<file path="src/hw/rtl/umfa_pkg.sv">
// ----------------------------------------------------------------------------
// umfa_pkg
// Shared types and constants for the mjpeg frame assembler.
// ----------------------------------------------------------------------------
package umfa_pkg;

    localparam int FRAME_BYTES   = 262144;
    localparam int MAX_PACKET    = 2048;
    localparam int LEN_W         = 12;
    localparam int ALEN_W        = 19;
    localparam int ADDR_W        = 18;
    localparam int MAX_RESULTS   = 3;
    localparam int FIFO_DEPTH    = 8;
    localparam int FIFO_PTR_W    = $clog2(FIFO_DEPTH);

    localparam logic [7:0]  INFO_ERR_MASK = 8'h40;
    localparam logic [7:0]  SOI_FIRST     = 8'hff;
    localparam logic [7:0]  SOI_SECOND    = 8'hd8;
    localparam logic [15:0] EOI_MARK      = 16'hffd9;

    typedef enum logic [1:0] {
        KIND_WRITE    = 2'd0,
        KIND_COMPLETE = 2'd1,
        KIND_OVERFLOW = 2'd2
    } result_kind_t;

    typedef struct packed {
        logic [7:0]       packet_byte;
        logic             first_of_packet;
        logic [LEN_W-1:0] packet_length;
    } in_item_t;

    typedef struct packed {
        result_kind_t      result_kind;
        logic [ADDR_W-1:0] write_address;
        logic [7:0]        write_data;
        logic [ALEN_W-1:0] frame_length;
        logic              frame_id;
        logic              last;
    } result_t;

endpackage

</file>
<file path="src/hw/rtl/umfa_core.sv">
// ----------------------------------------------------------------------------
// umfa_core
// Packet header parsing and frame tracking; produces up to three results
// for one packet byte in a single pass.
// ----------------------------------------------------------------------------
module umfa_core
    import umfa_pkg::*;
(
    input  logic                  aclk,
    input  logic                  aresetn,
    input  logic                  fire,
    input  in_item_t              item,
    output result_t [MAX_RESULTS-1:0] res,
    output logic [1:0]            res_count
);

    typedef enum logic [1:0] {
        MODE_DISCARD = 2'd0,
        MODE_INFO    = 2'd1,
        MODE_ACTIVE  = 2'd2
    } mode_t;

    logic              capturing_reg, capturing_next;
    logic              have_prev_reg, have_prev_next;
    logic              prev_id_reg, prev_id_next;
    logic              cur_id_reg, cur_id_next;
    logic              data_seen_reg, data_seen_next;
    logic [ALEN_W-1:0] alen_reg, alen_next;
    logic [LEN_W-1:0]  byte_index_reg, byte_index_next;
    logic [7:0]        hdr_len_reg, hdr_len_next;
    mode_t             mode_reg, mode_next;
    logic              pkt_id_reg, pkt_id_next;
    logic              pkt_end_reg, pkt_end_next;
    logic [7:0]        held_reg, held_next;
    logic [15:0]       tail_reg, tail_next;

    always_comb begin
        logic [7:0]        b;
        logic [LEN_W-1:0]  len;
        logic [LEN_W-1:0]  idx;
        logic [LEN_W-1:0]  pay;
        logic [ALEN_W:0]   room_sum;
        logic              id;
        logic              done;
        logic [1:0]        n;

        b   = item.packet_byte;
        len = item.packet_length;
        idx = '0;
        pay = '0;
        room_sum = '0;
        id  = 1'b0;
        done = 1'b0;
        n   = 2'd0;
        res = '0;

        capturing_next  = capturing_reg;
        have_prev_next  = have_prev_reg;
        prev_id_next    = prev_id_reg;
        cur_id_next     = cur_id_reg;
        data_seen_next  = data_seen_reg;
        alen_next       = alen_reg;
        byte_index_next = byte_index_reg;
        hdr_len_next    = hdr_len_reg;
        mode_next       = mode_reg;
        pkt_id_next     = pkt_id_reg;
        pkt_end_next    = pkt_end_reg;
        held_next       = held_reg;
        tail_next       = tail_reg;

        if (item.first_of_packet) begin
            byte_index_next = '0;
            mode_next = MODE_DISCARD;
            if (len >= LEN_W'(2) && len <= LEN_W'(MAX_PACKET) && b >= 8'd2
                && {4'd0, b} <= len) begin
                hdr_len_next = b;
                mode_next = MODE_INFO;
            end
        end else begin
            if (byte_index_reg != {LEN_W{1'b1}}) begin
                byte_index_next = byte_index_reg + LEN_W'(1);
            end
            idx = byte_index_next;
            if (mode_reg == MODE_DISCARD) begin
                done = 1'b1;
            end else if (idx >= len || len > LEN_W'(MAX_PACKET)
                         || {4'd0, hdr_len_reg} > len) begin
                mode_next = MODE_DISCARD;
                done = 1'b1;
            end
            pay = len - {4'd0, hdr_len_reg};

            if (!done && mode_reg == MODE_INFO) begin
                id = b[0];
                pkt_id_next  = id;
                pkt_end_next = b[1];
                mode_next    = MODE_DISCARD;
                if ((b & INFO_ERR_MASK) != 8'd0) begin
                    capturing_next = 1'b0;
                    data_seen_next = 1'b0;
                    alen_next      = '0;
                    have_prev_next = 1'b1;
                    prev_id_next   = id;
                    done = 1'b1;
                end
                if (!done && !capturing_next) begin
                    if (!have_prev_next) begin
                        have_prev_next = 1'b1;
                        prev_id_next   = id;
                        done = 1'b1;
                    end else if (prev_id_next == id) begin
                        done = 1'b1;
                    end else begin
                        capturing_next = 1'b1;
                        cur_id_next    = id;
                        data_seen_next = 1'b0;
                    end
                end
                if (!done && id != cur_id_next) begin
                    if (data_seen_next && alen_next >= ALEN_W'(2)
                        && tail_next == EOI_MARK) begin
                        res[n].result_kind  = KIND_COMPLETE;
                        res[n].frame_length = alen_next;
                        res[n].frame_id     = cur_id_next;
                        n = n + 2'd1;
                        capturing_next = 1'b0;
                        data_seen_next = 1'b0;
                        alen_next      = '0;
                        have_prev_next = 1'b1;
                        prev_id_next   = cur_id_next;
                        done = 1'b1;
                    end else begin
                        alen_next      = '0;
                        capturing_next = 1'b1;
                        cur_id_next    = id;
                        data_seen_next = 1'b0;
                    end
                end
                room_sum = {1'b0, alen_next} + (ALEN_W+1)'(pay);
                if (!done && pay != '0) begin
                    if (!data_seen_next) begin
                        if (pay < LEN_W'(2)) begin
                            done = 1'b1;
                        end
                    end else if (room_sum > (ALEN_W+1)'(FRAME_BYTES)) begin
                        res[n].result_kind = KIND_OVERFLOW;
                        n = n + 2'd1;
                        capturing_next = 1'b0;
                        data_seen_next = 1'b0;
                        alen_next      = '0;
                        have_prev_next = 1'b1;
                        prev_id_next   = id;
                        done = 1'b1;
                    end
                end
                if (!done) begin
                    mode_next = MODE_ACTIVE;
                end
            end else if (!done && idx >= {4'd0, hdr_len_reg}) begin
                if (data_seen_next) begin
                    res[n].result_kind   = KIND_WRITE;
                    res[n].write_address = alen_next[ADDR_W-1:0];
                    res[n].write_data    = b;
                    n = n + 2'd1;
                    alen_next = alen_next + ALEN_W'(1);
                    tail_next = {tail_next[7:0], b};
                end else if (idx == {4'd0, hdr_len_reg}) begin
                    held_next = b;
                end else if (held_next == SOI_FIRST && b == SOI_SECOND) begin
                    res[n].result_kind   = KIND_WRITE;
                    res[n].write_address = alen_next[ADDR_W-1:0];
                    res[n].write_data    = held_next;
                    n = n + 2'd1;
                    alen_next = alen_next + ALEN_W'(1);
                    res[n].result_kind   = KIND_WRITE;
                    res[n].write_address = alen_next[ADDR_W-1:0];
                    res[n].write_data    = b;
                    n = n + 2'd1;
                    alen_next = alen_next + ALEN_W'(1);
                    tail_next = {held_next, b};
                    data_seen_next = 1'b1;
                end else begin
                    mode_next = MODE_DISCARD;
                    done = 1'b1;
                end
            end

            if (!done && idx == len - LEN_W'(1)) begin
                mode_next = MODE_DISCARD;
                if (pkt_end_next) begin
                    if (data_seen_next && alen_next >= ALEN_W'(2)
                        && tail_next == EOI_MARK) begin
                        res[n].result_kind  = KIND_COMPLETE;
                        res[n].frame_length = alen_next;
                        res[n].frame_id     = cur_id_next;
                        n = n + 2'd1;
                        prev_id_next = cur_id_next;
                    end else begin
                        prev_id_next = pkt_id_next;
                    end
                    capturing_next = 1'b0;
                    data_seen_next = 1'b0;
                    alen_next      = '0;
                    have_prev_next = 1'b1;
                end
            end
        end

        for (int k = 0; k < MAX_RESULTS; k++) begin
            res[k].last = (2'(k) + 2'd1 == n);
        end
        res_count = n;
    end

    always_ff @(posedge aclk) begin
        if (!aresetn) begin
            capturing_reg  <= 1'b0;
            have_prev_reg  <= 1'b0;
            prev_id_reg    <= 1'b0;
            cur_id_reg     <= 1'b0;
            data_seen_reg  <= 1'b0;
            alen_reg       <= '0;
            byte_index_reg <= '0;
            hdr_len_reg    <= '0;
            mode_reg       <= MODE_DISCARD;
            pkt_id_reg     <= 1'b0;
            pkt_end_reg    <= 1'b0;
            held_reg       <= '0;
            tail_reg       <= '0;
        end else if (fire) begin
            capturing_reg  <= capturing_next;
            have_prev_reg  <= have_prev_next;
            prev_id_reg    <= prev_id_next;
            cur_id_reg     <= cur_id_next;
            data_seen_reg  <= data_seen_next;
            alen_reg       <= alen_next;
            byte_index_reg <= byte_index_next;
            hdr_len_reg    <= hdr_len_next;
            mode_reg       <= mode_next;
            pkt_id_reg     <= pkt_id_next;
            pkt_end_reg    <= pkt_end_next;
            held_reg       <= held_next;
            tail_reg       <= tail_next;
        end
    end

endmodule

</file>
<file path="src/hw/rtl/umfa_out_fifo.sv">
// ----------------------------------------------------------------------------
// umfa_out_fifo
// Result queue: takes up to three results per cycle, hands out one.
// ----------------------------------------------------------------------------
module umfa_out_fifo
    import umfa_pkg::*;
(
    input  logic                      aclk,
    input  logic                      aresetn,
    input  logic                      push,
    input  result_t [MAX_RESULTS-1:0] push_data,
    input  logic [1:0]                push_count,
    output logic                      room,
    output logic                      out_valid,
    input  logic                      out_ready,
    output result_t                   out_data
);

    localparam int CNT_W = FIFO_PTR_W + 1;

    result_t [FIFO_DEPTH-1:0] mem_reg;
    logic [FIFO_PTR_W-1:0]    wr_ptr_reg, wr_ptr_next;
    logic [FIFO_PTR_W-1:0]    rd_ptr_reg, rd_ptr_next;
    logic [CNT_W-1:0]         count_reg, count_next;
    logic [1:0]               n_in;
    logic                     pop;

    assign n_in      = push ? push_count : 2'd0;
    assign out_valid = (count_reg != '0);
    assign pop       = out_valid && out_ready;
    assign out_data  = mem_reg[rd_ptr_reg];
    assign room      = (count_reg <= CNT_W'(FIFO_DEPTH - MAX_RESULTS));

    always_comb begin
        wr_ptr_next = wr_ptr_reg + FIFO_PTR_W'(n_in);
        rd_ptr_next = rd_ptr_reg + FIFO_PTR_W'(pop);
        count_next  = count_reg + CNT_W'(n_in) - CNT_W'(pop);
    end

    always_ff @(posedge aclk) begin
        for (int k = 0; k < MAX_RESULTS; k++) begin
            if (2'(k) < n_in) begin
                mem_reg[wr_ptr_reg + FIFO_PTR_W'(k)] <= push_data[k];
            end
        end
        if (!aresetn) begin
            wr_ptr_reg <= '0;
            rd_ptr_reg <= '0;
            count_reg  <= '0;
        end else begin
            wr_ptr_reg <= wr_ptr_next;
            rd_ptr_reg <= rd_ptr_next;
            count_reg  <= count_next;
        end
    end

endmodule

</file>
<file path="src/hw/rtl/uvc_mjpeg_frame_assembler.sv">
// ----------------------------------------------------------------------------
// uvc_mjpeg_frame_assembler
// Assembles mjpeg frames from uvc payload packets, one byte per cycle while the result queue has room.
//
// s_ channel: one packet byte per word, s_tuser marks the first byte of a
// packet, the packet length rides on every word. m_ channel: one result per
// word, kind in m_tuser (frame byte write, frame complete, overflow), m_tlast
// on the final result caused by one input byte.
// A byte is taken into an input register, parsed in one pass and its zero to
// three results go into an eight-entry result queue that feeds m_. One byte
// is accepted every cycle while the queue has room for three results;
// the sustained rate is one byte per cycle, limited only by the
// one-result-per-cycle output port when a byte yields several results.
// Reset clears all frame state and empties the queue; capture begins only
// after a frame-id toggle. If the receiver stalls, the queue fills and
// s_tready drops; no result is lost.
// ----------------------------------------------------------------------------
module uvc_mjpeg_frame_assembler
    import umfa_pkg::*;
(
    input  logic        aclk,
    input  logic        aresetn,
    input  logic        s_tvalid,
    output logic        s_tready,
    input  logic [23:0] s_tdata,   // packet_byte, packet_length, zero pad
    input  logic        s_tuser,   // first_of_packet
    output logic        m_tvalid,
    input  logic        m_tready,
    output logic [47:0] m_tdata,   // write_address, write_data, frame_length, frame_id, zero pad
    output logic [1:0]  m_tuser,   // result_kind
    output logic        m_tlast
);

    logic                      in_valid_reg;
    in_item_t                  in_item_reg;
    logic                      consume;
    logic                      room;
    result_t [MAX_RESULTS-1:0] res;
    logic [1:0]                res_count;
    result_t                   out_data;

    assign consume  = in_valid_reg && room;
    assign s_tready = !in_valid_reg || consume;

    always_ff @(posedge aclk) begin
        if (s_tvalid && s_tready) begin
            in_item_reg.packet_byte     <= s_tdata[7:0];
            in_item_reg.packet_length   <= s_tdata[19:8];
            in_item_reg.first_of_packet <= s_tuser;
        end
        if (!aresetn) begin
            in_valid_reg <= 1'b0;
        end else if (s_tready) begin
            in_valid_reg <= s_tvalid;
        end
    end

    umfa_core u_core (
        .aclk      (aclk),
        .aresetn   (aresetn),
        .fire      (consume),
        .item      (in_item_reg),
        .res       (res),
        .res_count (res_count)
    );

    umfa_out_fifo u_fifo (
        .aclk       (aclk),
        .aresetn    (aresetn),
        .push       (consume),
        .push_data  (res),
        .push_count (res_count),
        .room       (room),
        .out_valid  (m_tvalid),
        .out_ready  (m_tready),
        .out_data   (out_data)
    );

    assign m_tdata = {2'b00, out_data.frame_id, out_data.frame_length,
                      out_data.write_data, out_data.write_address};
    assign m_tuser = out_data.result_kind;
    assign m_tlast = out_data.last;

endmodule
</file>
<file path="config.mk">
export PLATFORM = sky130hd
export DESIGN_NAME = uvc_mjpeg_frame_assembler
export DESIGN_NICKNAME = d
export VERILOG_FILES = /design/src/hw/rtl/umfa_pkg.sv /design/src/hw/rtl/umfa_core.sv /design/src/hw/rtl/umfa_out_fifo.sv /design/src/hw/rtl/uvc_mjpeg_frame_assembler.sv
export SDC_FILE = /design/constraint.sdc
export NUM_CORES = 1
export LEC_CHECK = 0
export ABC_CLOCK_PERIOD_IN_PS = 17700
export BUFFER_PORTS_ARGS = -buffer_cell sky130_fd_sc_hd__buf_4
export CAP_MARGIN = 5
export CELL_PAD_IN_SITES_DETAIL_PLACEMENT = 1
export CELL_PAD_IN_SITES_GLOBAL_PLACEMENT = 2
export CORE_ASPECT_RATIO = 1.4
export CORE_MARGIN = 1.5
export CORE_UTILIZATION = 43
export DETAILED_ROUTE_END_ITERATION = 10
export GPL_TIMING_DRIVEN = 0
export PLACE_DENSITY_LB_ADDON = 0.1
export SYNTH_ARGS = -nofsm -noshare
export SYNTH_HDL_FRONTEND = slang
export SYNTH_SLANG_ARGS = --single-unit
</file>
<file path="constraint.sdc">
create_clock -name aclk -period 17.7 [get_ports aclk]
set_input_delay 2.655 -clock aclk [delete_from_list [all_inputs] [get_ports aclk]]
set_output_delay 2.655 -clock aclk [all_outputs]
set_load 0.05 [all_outputs]
</file>
Word level (Yosys, flattened, before mapping)
Cells that the tools add are included.
{"block": "classes", "addsub": 14, "order_cmp": 27, "eq_ne": 13, "mux": 209, "n_bitwise": 3, "reduce_logical": 38}
{"cell": "bitwise mux 392 bit", "n": 3}
{"cell": "2-to-1 mux 392 bit", "n": 3}
{"cell": "2-to-1 mux 147 bit", "n": 7}
{"cell": "bitwise mux 147 bit", "n": 4}
{"cell": "demux 49 bit (select 3 bit)", "n": 3}
{"cell": "demux 49 bit (select 2 bit)", "n": 4}
{"cell": "2-to-1 mux 49 bit", "n": 8}
{"cell": "2-to-1 mux 19 bit", "n": 17}
{"cell": "2-to-1 mux 28 bit", "n": 10}
{"cell": "binary-select mux 49 bit (select 3 bit)", "n": 1}
{"cell": "2-to-1 mux 21 bit", "n": 5}
{"cell": "2-to-1 mux 1 bit", "n": 101}
{"cell": "2-to-1 mux 16 bit", "n": 6}
{"cell": "2-to-1 mux 20 bit", "n": 4}
{"cell": "2-to-1 mux 2 bit", "n": 28}
{"cell": "2-to-1 mux 26 bit", "n": 2}
{"cell": "adder 19 x 1 -> 19 bit, second input constant", "n": 2}
{"cell": "greater-or-equal comparator 19 x 2 -> 1 bit, second input constant", "n": 2}
{"cell": "2-to-1 mux 12 bit", "n": 3}
{"cell": "equality test 16 bit, second input constant", "n": 2}
{"cell": "logical AND 1 bit", "n": 22}
{"cell": "adder 19 x 12 -> 20 bit", "n": 1}
{"cell": "greater-than comparator 20 x 19 -> 1 bit, second input constant", "n": 1}
{"cell": "equality test 8 bit, second input constant", "n": 2}
{"cell": "other kinds (43)", "n": 63}
{"block": "word_totals", "regBits": 496, "in_bits": 29, "out_inout_bits": 53, "wordCells": 372}

Depth between registers and ports, before layout
{"block": "depth", "ltp_word": 48, "ltp_mapped": 48}

Cells and area by module
A second synthesis with hierarchy kept.
{"block": "unflattened", "cells_unflattened": 4159, "hier_area_um2": 33299.4}
{"module": "umfa_out_fifo", "n_inst": 1, "cells_per_inst": 2771, "area_each_um2": 23198.5}
{"module": "umfa_core", "n_inst": 1, "cells_per_inst": 1358, "area_each_um2": 9386.5}
{"module": "uvc_mjpeg_frame_assembler", "n_inst": 1, "cells_per_inst": 30, "area_each_um2": 714.4}

Worst setup path after synthesis
No wires, ideal clock.
{"block": "synth_timing", "kind": "register -> register", "startpoint": "reg u_core.byte_index_reg[0]", "endpoint": "reg u_fifo.count_reg[3]", "arrival_time_ns": 9.107, "required_time_ns": 17.572, "path_slack_ns": 8.465, "path_stages_with_launch": 48, "path_buffers": 6, "cell_sequence": "dfxtp_1 > ha_1 > and2_1 > clkbuf_1 > nand4_1 > nand2_1 > nor2_1 > xor2_1 > ha_1 > a21oi_1 > o21bai_1 > a2111oi_4 > o221a_1 > buf_6 > a21oi_1 > clkbuf_1 > clkbuf_1 > and2_1 > (+12 left out) > o22ai_1 > ha_1 > o21ai_0 > a21o_1 > clkbuf_1 > clkbuf_1 > ha_1 > inv_1 > mux2i_2 > nor2_1 > inv_1 > ha_1 > inv_1 > ha_1 > a21o_1 > a21oi_1 > xnor2_1 > nor2_1"}
{"block": "synth_via", "elab_chain_len": 39, "elab_cells_between_ends": 113, "cone_classes": "add/sub (6); order compare (4); eq/ne (5); mux (81); reduce/logical (17)"}
{"item": "start, declared", "line_no": "umfa_core.sv:29", "text": "logic [LEN_W-1:0] byte_index_reg, byte_index_next;"}
{"item": "start signal, assigned", "line_no": "umfa_core.sv:237", "text": "byte_index_reg <= byte_index_next;"}
{"item": "adder 12 x 1 -> 12 bit or inequality test 12 bit (tied branches)", "line_no": "umfa_core.sv:81, umfa_core.sv:80"}
{"item": "2-to-1 mux 12 bit *", "line_no": "umfa_core.sv:80", "text": "if (byte_index_reg != {LEN_W{1'b1}}) begin"}
{"item": "2-to-1 mux 12 bit *", "line_no": "umfa_core.sv:71", "text": "if (item.first_of_packet) begin"}
{"item": "greater-or-equal comparator 12 bit", "line_no": "umfa_core.sv:86", "text": "end else if (idx >= len || len > LEN_W'(MAX_PACKET)"}
{"item": "logical OR 1 bit", "line_no": "umfa_core.sv:86"}
{"item": "logical OR 1 bit", "line_no": "umfa_core.sv:87", "text": "|| {4'd0, hdr_len_reg} > len) begin"}
{"item": "2-to-1 mux 1 bit", "line_no": "umfa_core.sv:86"}
{"item": "2-to-1 mux 1 bit", "line_no": "umfa_core.sv:84", "text": "if (mode_reg == MODE_DISCARD) begin"}
{"item": "(+23 left out)"}
{"item": "logical AND 1 bit", "line_no": "umfa_core.sv:192", "text": "&& tail_next == EOI_MARK) begin"}
{"item": "2-to-1 mux 2 bit", "line_no": "umfa_core.sv:191", "text": "if (data_seen_next && alen_next >= ALEN_W'(2)"}
{"item": "2-to-1 mux 2 bit", "line_no": "umfa_core.sv:190", "text": "if (pkt_end_next) begin"}
{"item": "2-to-1 mux 2 bit *", "line_no": "umfa_core.sv:188", "text": "if (!done && idx == len - LEN_W'(1)) begin"}
{"item": "2-to-1 mux 2 bit *", "line_no": "umfa_core.sv:71"}
{"item": "2-to-1 mux 2 bit *", "line_no": "umfa_out_fifo.sv:28", "text": "assign n_in = push ? push_count : 2'd0;"}
{"item": "adder 4 x 2 -> 4 bit *", "line_no": "umfa_out_fifo.sv:37", "text": "count_next = count_reg + CNT_W'(n_in) - CNT_W'(pop);"}
{"item": "subtractor 4 x 1 -> 4 bit *", "line_no": "umfa_out_fifo.sv:37"}
{"item": "end signal, assigned", "line_no": "umfa_out_fifo.sv:53", "text": "count_reg <= count_next;"}
{"item": "end, declared", "line_no": "umfa_out_fifo.sv:24", "text": "logic [CNT_W-1:0] count_reg, count_next;"}
Every way passes the cells marked *; elsewhere a longest branch is shown, timed or not. The select of a mux whose other input is x is not followed.
A chain may end at the register's enable or synchronous reset.

Worst setup path in the final report
{"block": "layout_timing", "startpoint": "reg u_core.byte_index_reg[0]", "endpoint": "reg u_fifo.mem_reg[160] (netlist bit)"}
{"block": "layout_via", "elab_chain_len": 45, "elab_cells_between_ends": 149, "cone_classes": "add/sub (4); order compare (9); eq/ne (5); mux (113); reduce/logical (18)"}
{"item": "adder 12 x 1 -> 12 bit or inequality test 12 bit (tied branches)", "line_no": "umfa_core.sv:81, umfa_core.sv:80"}
{"item": "2-to-1 mux 12 bit *", "line_no": "umfa_core.sv:80"}
{"item": "2-to-1 mux 12 bit *", "line_no": "umfa_core.sv:71"}
{"item": "parallel branches: the longest is 41 deep, another holds greater-or-equal comparator 12 bit"}
{"item": "2-to-1 mux 392 bit *", "line_no": "umfa_out_fifo.sv:42", "text": "if (2'(k) < n_in) begin"}
{"item": "end signal, assigned by index", "line_no": "umfa_out_fifo.sv:43", "text": "mem_reg[wr_ptr_reg + FIFO_PTR_W'(k)] <= push_data[k];"}
{"item": "end, declared", "line_no": "umfa_out_fifo.sv:21", "text": "result_t [FIFO_DEPTH-1:0] mem_reg;"}
Every way passes the cells marked *. The select of a mux whose other input is x is not followed.

==> run summary <==
• **Static Leakage** 13.2 nW
• **transition time at the pin with the least slew margin** 1530 ps
• **unrepaired setup endpoints after global routing** false
• **top flip-flop cell by instance count after synthesis** dfxtp_1
• **startpoint of the most critical setup path** u_core.byte_index_reg[0]
• **global-route wire length before repair** 234000 µm
• **count of nets after finishing** 3822
• **Gate power share** 17.8%
• **total number of yosys warnings** 0
• **area of placed instances** 32900 µm²
• **number of global-route vias before repair** 33.7k
• **setup TNS after final layout** 0 ps
• **FILL cells** 8322
• **count of TritonRoute iterations in the first routing pass** 6
• **CTS root buffer** clkbuf_16
• **detailed placement HPWL** 123000 µm
• **final critical-path required period** 13600 ps
• **run status** finished, violations left
• **type of the tightest min-delay check** reg2reg
• **die footprint** 73300 µm²
• **start point of the worst min-delay path** u_fifo.mem_reg[365]
• **cell repeated most along the worst path** clkbuf_1
• **power per standard cell area** 81.1 nW/µm²
• **cell taking the most area after synthesis** dfxtp_1
• **n_diodes** 0
• **count of port buffers added during placement** 75
• **worst path arrival time** 14110 ps
• **Tot GR Track Use** 43.7%
• **effective utilization at floorplan** 43.6%
• **number of flip-flops under the largest register name** 392
• **Post-synth EDFFs** 21
• **count of cells along the worst register-to-register path** 44
• **final hold violation count** 0
• **CTS tree** done
• **Final Cycle Share** 76.9%
• **sequential cell area in the final layout** 10100 µm²
• **multi-input gate area in the final layout** 19100 µm²
• **number of distinct library cells after synthesis** 109
• **Floorplan Core Area** 70600 µm²
• **non-filler instance count after layout** 4696
• **share of synthesized flip-flops with an asynchronous set or reset** 0%
• **internal power summed over all cells** 1.94 mW
• **number of cells produced by synthesis** 3562
• **largest cells by area after synthesis** dfxtp_1 (31%), mux4_2 (7.2%), a21oi_1 (5.5%)
• **Critical Path Start Type** flip-flop
• **number of buffers added for setup after CTS** 0
• **required time at the endpoint of the critical path** 18210 ps
• **initial antenna violation count** 6
• **Slew Limit Fails** 9
• **count of placed standard cells including taps** 4600
• **Yosys top cell area share** 30.9%
• **reg-to-reg critical path endpoint** u_fifo.mem_reg[160]
• **number of buffers created by CTS** 53
• **DRT antenna net count** 0
• **crit path max fanout** 10
• **endpoint with the worst hold slack** u_fifo.mem_reg[365]
• **Switch Pwr** 0.878 mW
• **CTS clk-pin slew, worst paths** 60 ps
• **Bufs on Longest Clock Path** 3
• **share of layout cells above drive strength 1** 14.3%
• **slowest library cell on the worst path** mux2i_2
• **synthesized flop and latch total** 496
• **CTS H-tree depth** 2
• **total congestion overflow** 0
• **Worst Setup End Kind** flip-flop
• **instance count along the most critical hold path** 2
• **violations in the final reports** max-capacitance violations, max-slew violations
• **R2R Path Start** u_core.byte_index_reg[0]
• **insertion delay to the later sink of the worst-skew pair** 670 ps
• **total number of vias** 32.3k
• **Final setup viols** 0
• **number of resized instances in the post-cts repair step** 0
• **number of top-level design ports** 82
• **fraction of power spent switching nets** 31.2%
• **final non-filler cell area** 34700 µm²
• **worst ir drop on vdd** 73.1 µV
• **maximum frequency from static timing analysis** 73.5 MHz
• **Synth-to-Final Area Change** 12.5%
• **share of the yosys chip area belonging to registers** 32.9%
• **clock skew** 44.6 ps
• **Post-Synthesis Cell Area** 30800 µm²
• **per-cell routed wire length** 34.7 µm
• **die height** 320 µm
• **worst setup path class** reg2reg
• **average vias per placed instance** 6.88
• **DRC violations left** 0
• **R2R Setup Slk** 4100 ps
• **maximum number of pins on one net before global-route repair** 22
• **clock sinks** 496
• **portion of total power attributed to sequential cells** 40.9%
• **maximum cell stage delay along the critical path** 1020 ps
• **number of max-cap violations** 1
• **Row Count** 115
• **hold-fix buffers at CTS** 0
• **Chip Width** 229 µm
• **Slew headroom** -2.23%
• **DRC violation total after the first TritonRoute iteration** 2992
• **proportion of power drawn by the clock network** 41.3%
• **gp weighted congestion** 1.07
• **per-instance average area after synthesis** 8.65 µm²
• **final wirelength** 163000 µm
[stage by stage]
| stage | util [%] | hold slack [ps] | total power, mW | setup slack (ps) |
|---|---|---|---|---|
| after floorplan | - | 429 | 1.46 | 8470 |
| after global placement | 46.1 | 435 | 1.64 | 4510 |
| after detailed placement | 46.6 | 447 | 1.66 | 4480 |
| after CTS | 49.0 | 453 | 2.79 | 4320 |
| after global routing | 49.1 | 485 | 2.87 | 3600 |
| final | 49.1 | 459 | 2.81 | 4100 |
[metal layers]
layer  wire, µm  vias to the layer above  GRT usage [%]
li1           -                    13569              -
met1      56900                    16190           47.2
met2      76500                     1821           72.6
met3      13100                      718           9.08
met4      16600                        6           38.1
met5         50                        -              0
[cells in the mapped netlist, types with 10 or more instances]
master / number
a211o_1: 23
a211oi_1: 163
a211oi_2: 10
a21boi_0: 22
a21o_1: 134
a21oi_1: 338
a221oi_1: 28
a22oi_1: 66
a2bb2oi_1: 14
a31oi_1: 11
a32oi_1: 16
and2_1: 58
and3_1: 14
buf_1: 32
buf_2: 77
buf_4: 12
clkbuf_1: 178
dfxtp_1: 475
edfxtp_1: 21
ha_1: 70
inv_1: 76
mux2_2: 62
mux2i_1: 118
mux4_2: 98
nand2_1: 263
nand2b_1: 26
nand3_1: 81
nand4_1: 29
nor2_1: 277
nor2b_1: 41
nor3_1: 95
nor4_1: 19
o211ai_1: 25
o21a_1: 20
o21ai_0: 155
o21ai_1: 56
o22ai_1: 47
or2_0: 12
or2_2: 15
or3_1: 23
xnor2_1: 51
xor2_1: 23
[kinds of logic after synthesis]
| family | after synthesis | share of synthesized area (%) |
|---|---|---|
| AO/OA/AOI/OAI | 1231 | 26.8 |
| XOR/XNOR | 74 | 2.10 |
| adder cells (fa/ha/maj) | 74 | 3.07 |
| buffers and inverters | 387 | 5.39 |
| flip-flops | 496 | 32.9 |
| multiplexers | 284 | 13.5 |
| other | 1 | 0.0122 |
| AND/OR/NAND/NOR | 1015 | 16.2 |
[power groups by stage]
| stage | Sequential (mW) | Clock, mW | Combinational, mW |
|---|---|---|---|
| after floorplan | 1.17 | 0 | 0.291 |
| after global placement | 1.18 | 0 | 0.467 |
| after detailed placement | 1.18 | 0 | 0.484 |
| after CTS | 1.15 | 1.15 | 0.485 |
| after global routing | 1.15 | 1.20 | 0.521 |
| final | 1.15 | 1.16 | 0.500 |
[cell usage in the layout, fill, tap and decap left out, drive strengths merged, types with 16 or more instances in the layout]
cell	count
dfxtp	475
a21oi	342
nor2	283
nand2	264
clkbuf	257
buf	231
o21ai	212
a211oi	173
a21o	134
mux2i	124
nor3	104
mux4	98
nand3	81
inv	78
ha	70
a22oi	66
and2	64
mux2	62
xnor2	51
o22ai	47
nor2b	41
or2	30
nand4	29
a221oi	29
nand2b	26
o211ai	25
a21boi	25
or3	24
xor2	23
a211o	23
edfxtp	21
nor4	21
o21a	20
a32oi	16
[cell type report]
| cell class | instances | share of cell area, % |
|---|---|---|
| multi-input cells | 2680 | 55.1 |
| well taps | 936 | 3.38 |
| plain buffers | 308 | 3.97 |
| inverters | 79 | 0.855 |
| repair buffers | 102 | 2.48 |
| clock buffers | 78 | 4.33 |
| flip-flops and latches | 496 | 29.2 |
| clock inverters | 17 | 0.639 |
[worst max path at each step]
stage                                     end  slack [ps]  cells after the start
after floorplan           u_fifo.count_reg[3]        8470                     47
after global placement     u_fifo.mem_reg[64]        4510                     44
after detailed placement   u_fifo.mem_reg[48]        4480                     44
after CTS                  u_fifo.mem_reg[46]        4320                     44
after global routing      u_fifo.mem_reg[165]        3600                     44
final                     u_fifo.mem_reg[160]        4100                     44
[worst max-delay path, delay by kind of cell (launching register included)]
kind | cells | cell delay [ps]
multiplexers | 1 | 1020
buffers and inverters | 9 | 2910
AND/OR/NAND/NOR | 15 | 3530
XOR/XNOR | 1 | 560
AO/OA/AOI/OAI | 13 | 3310
flip-flops | 1 | 410
adder cells (fa/ha/maj) | 5 | 1650
No activity file was read; power rests on OpenSTA's default activity.
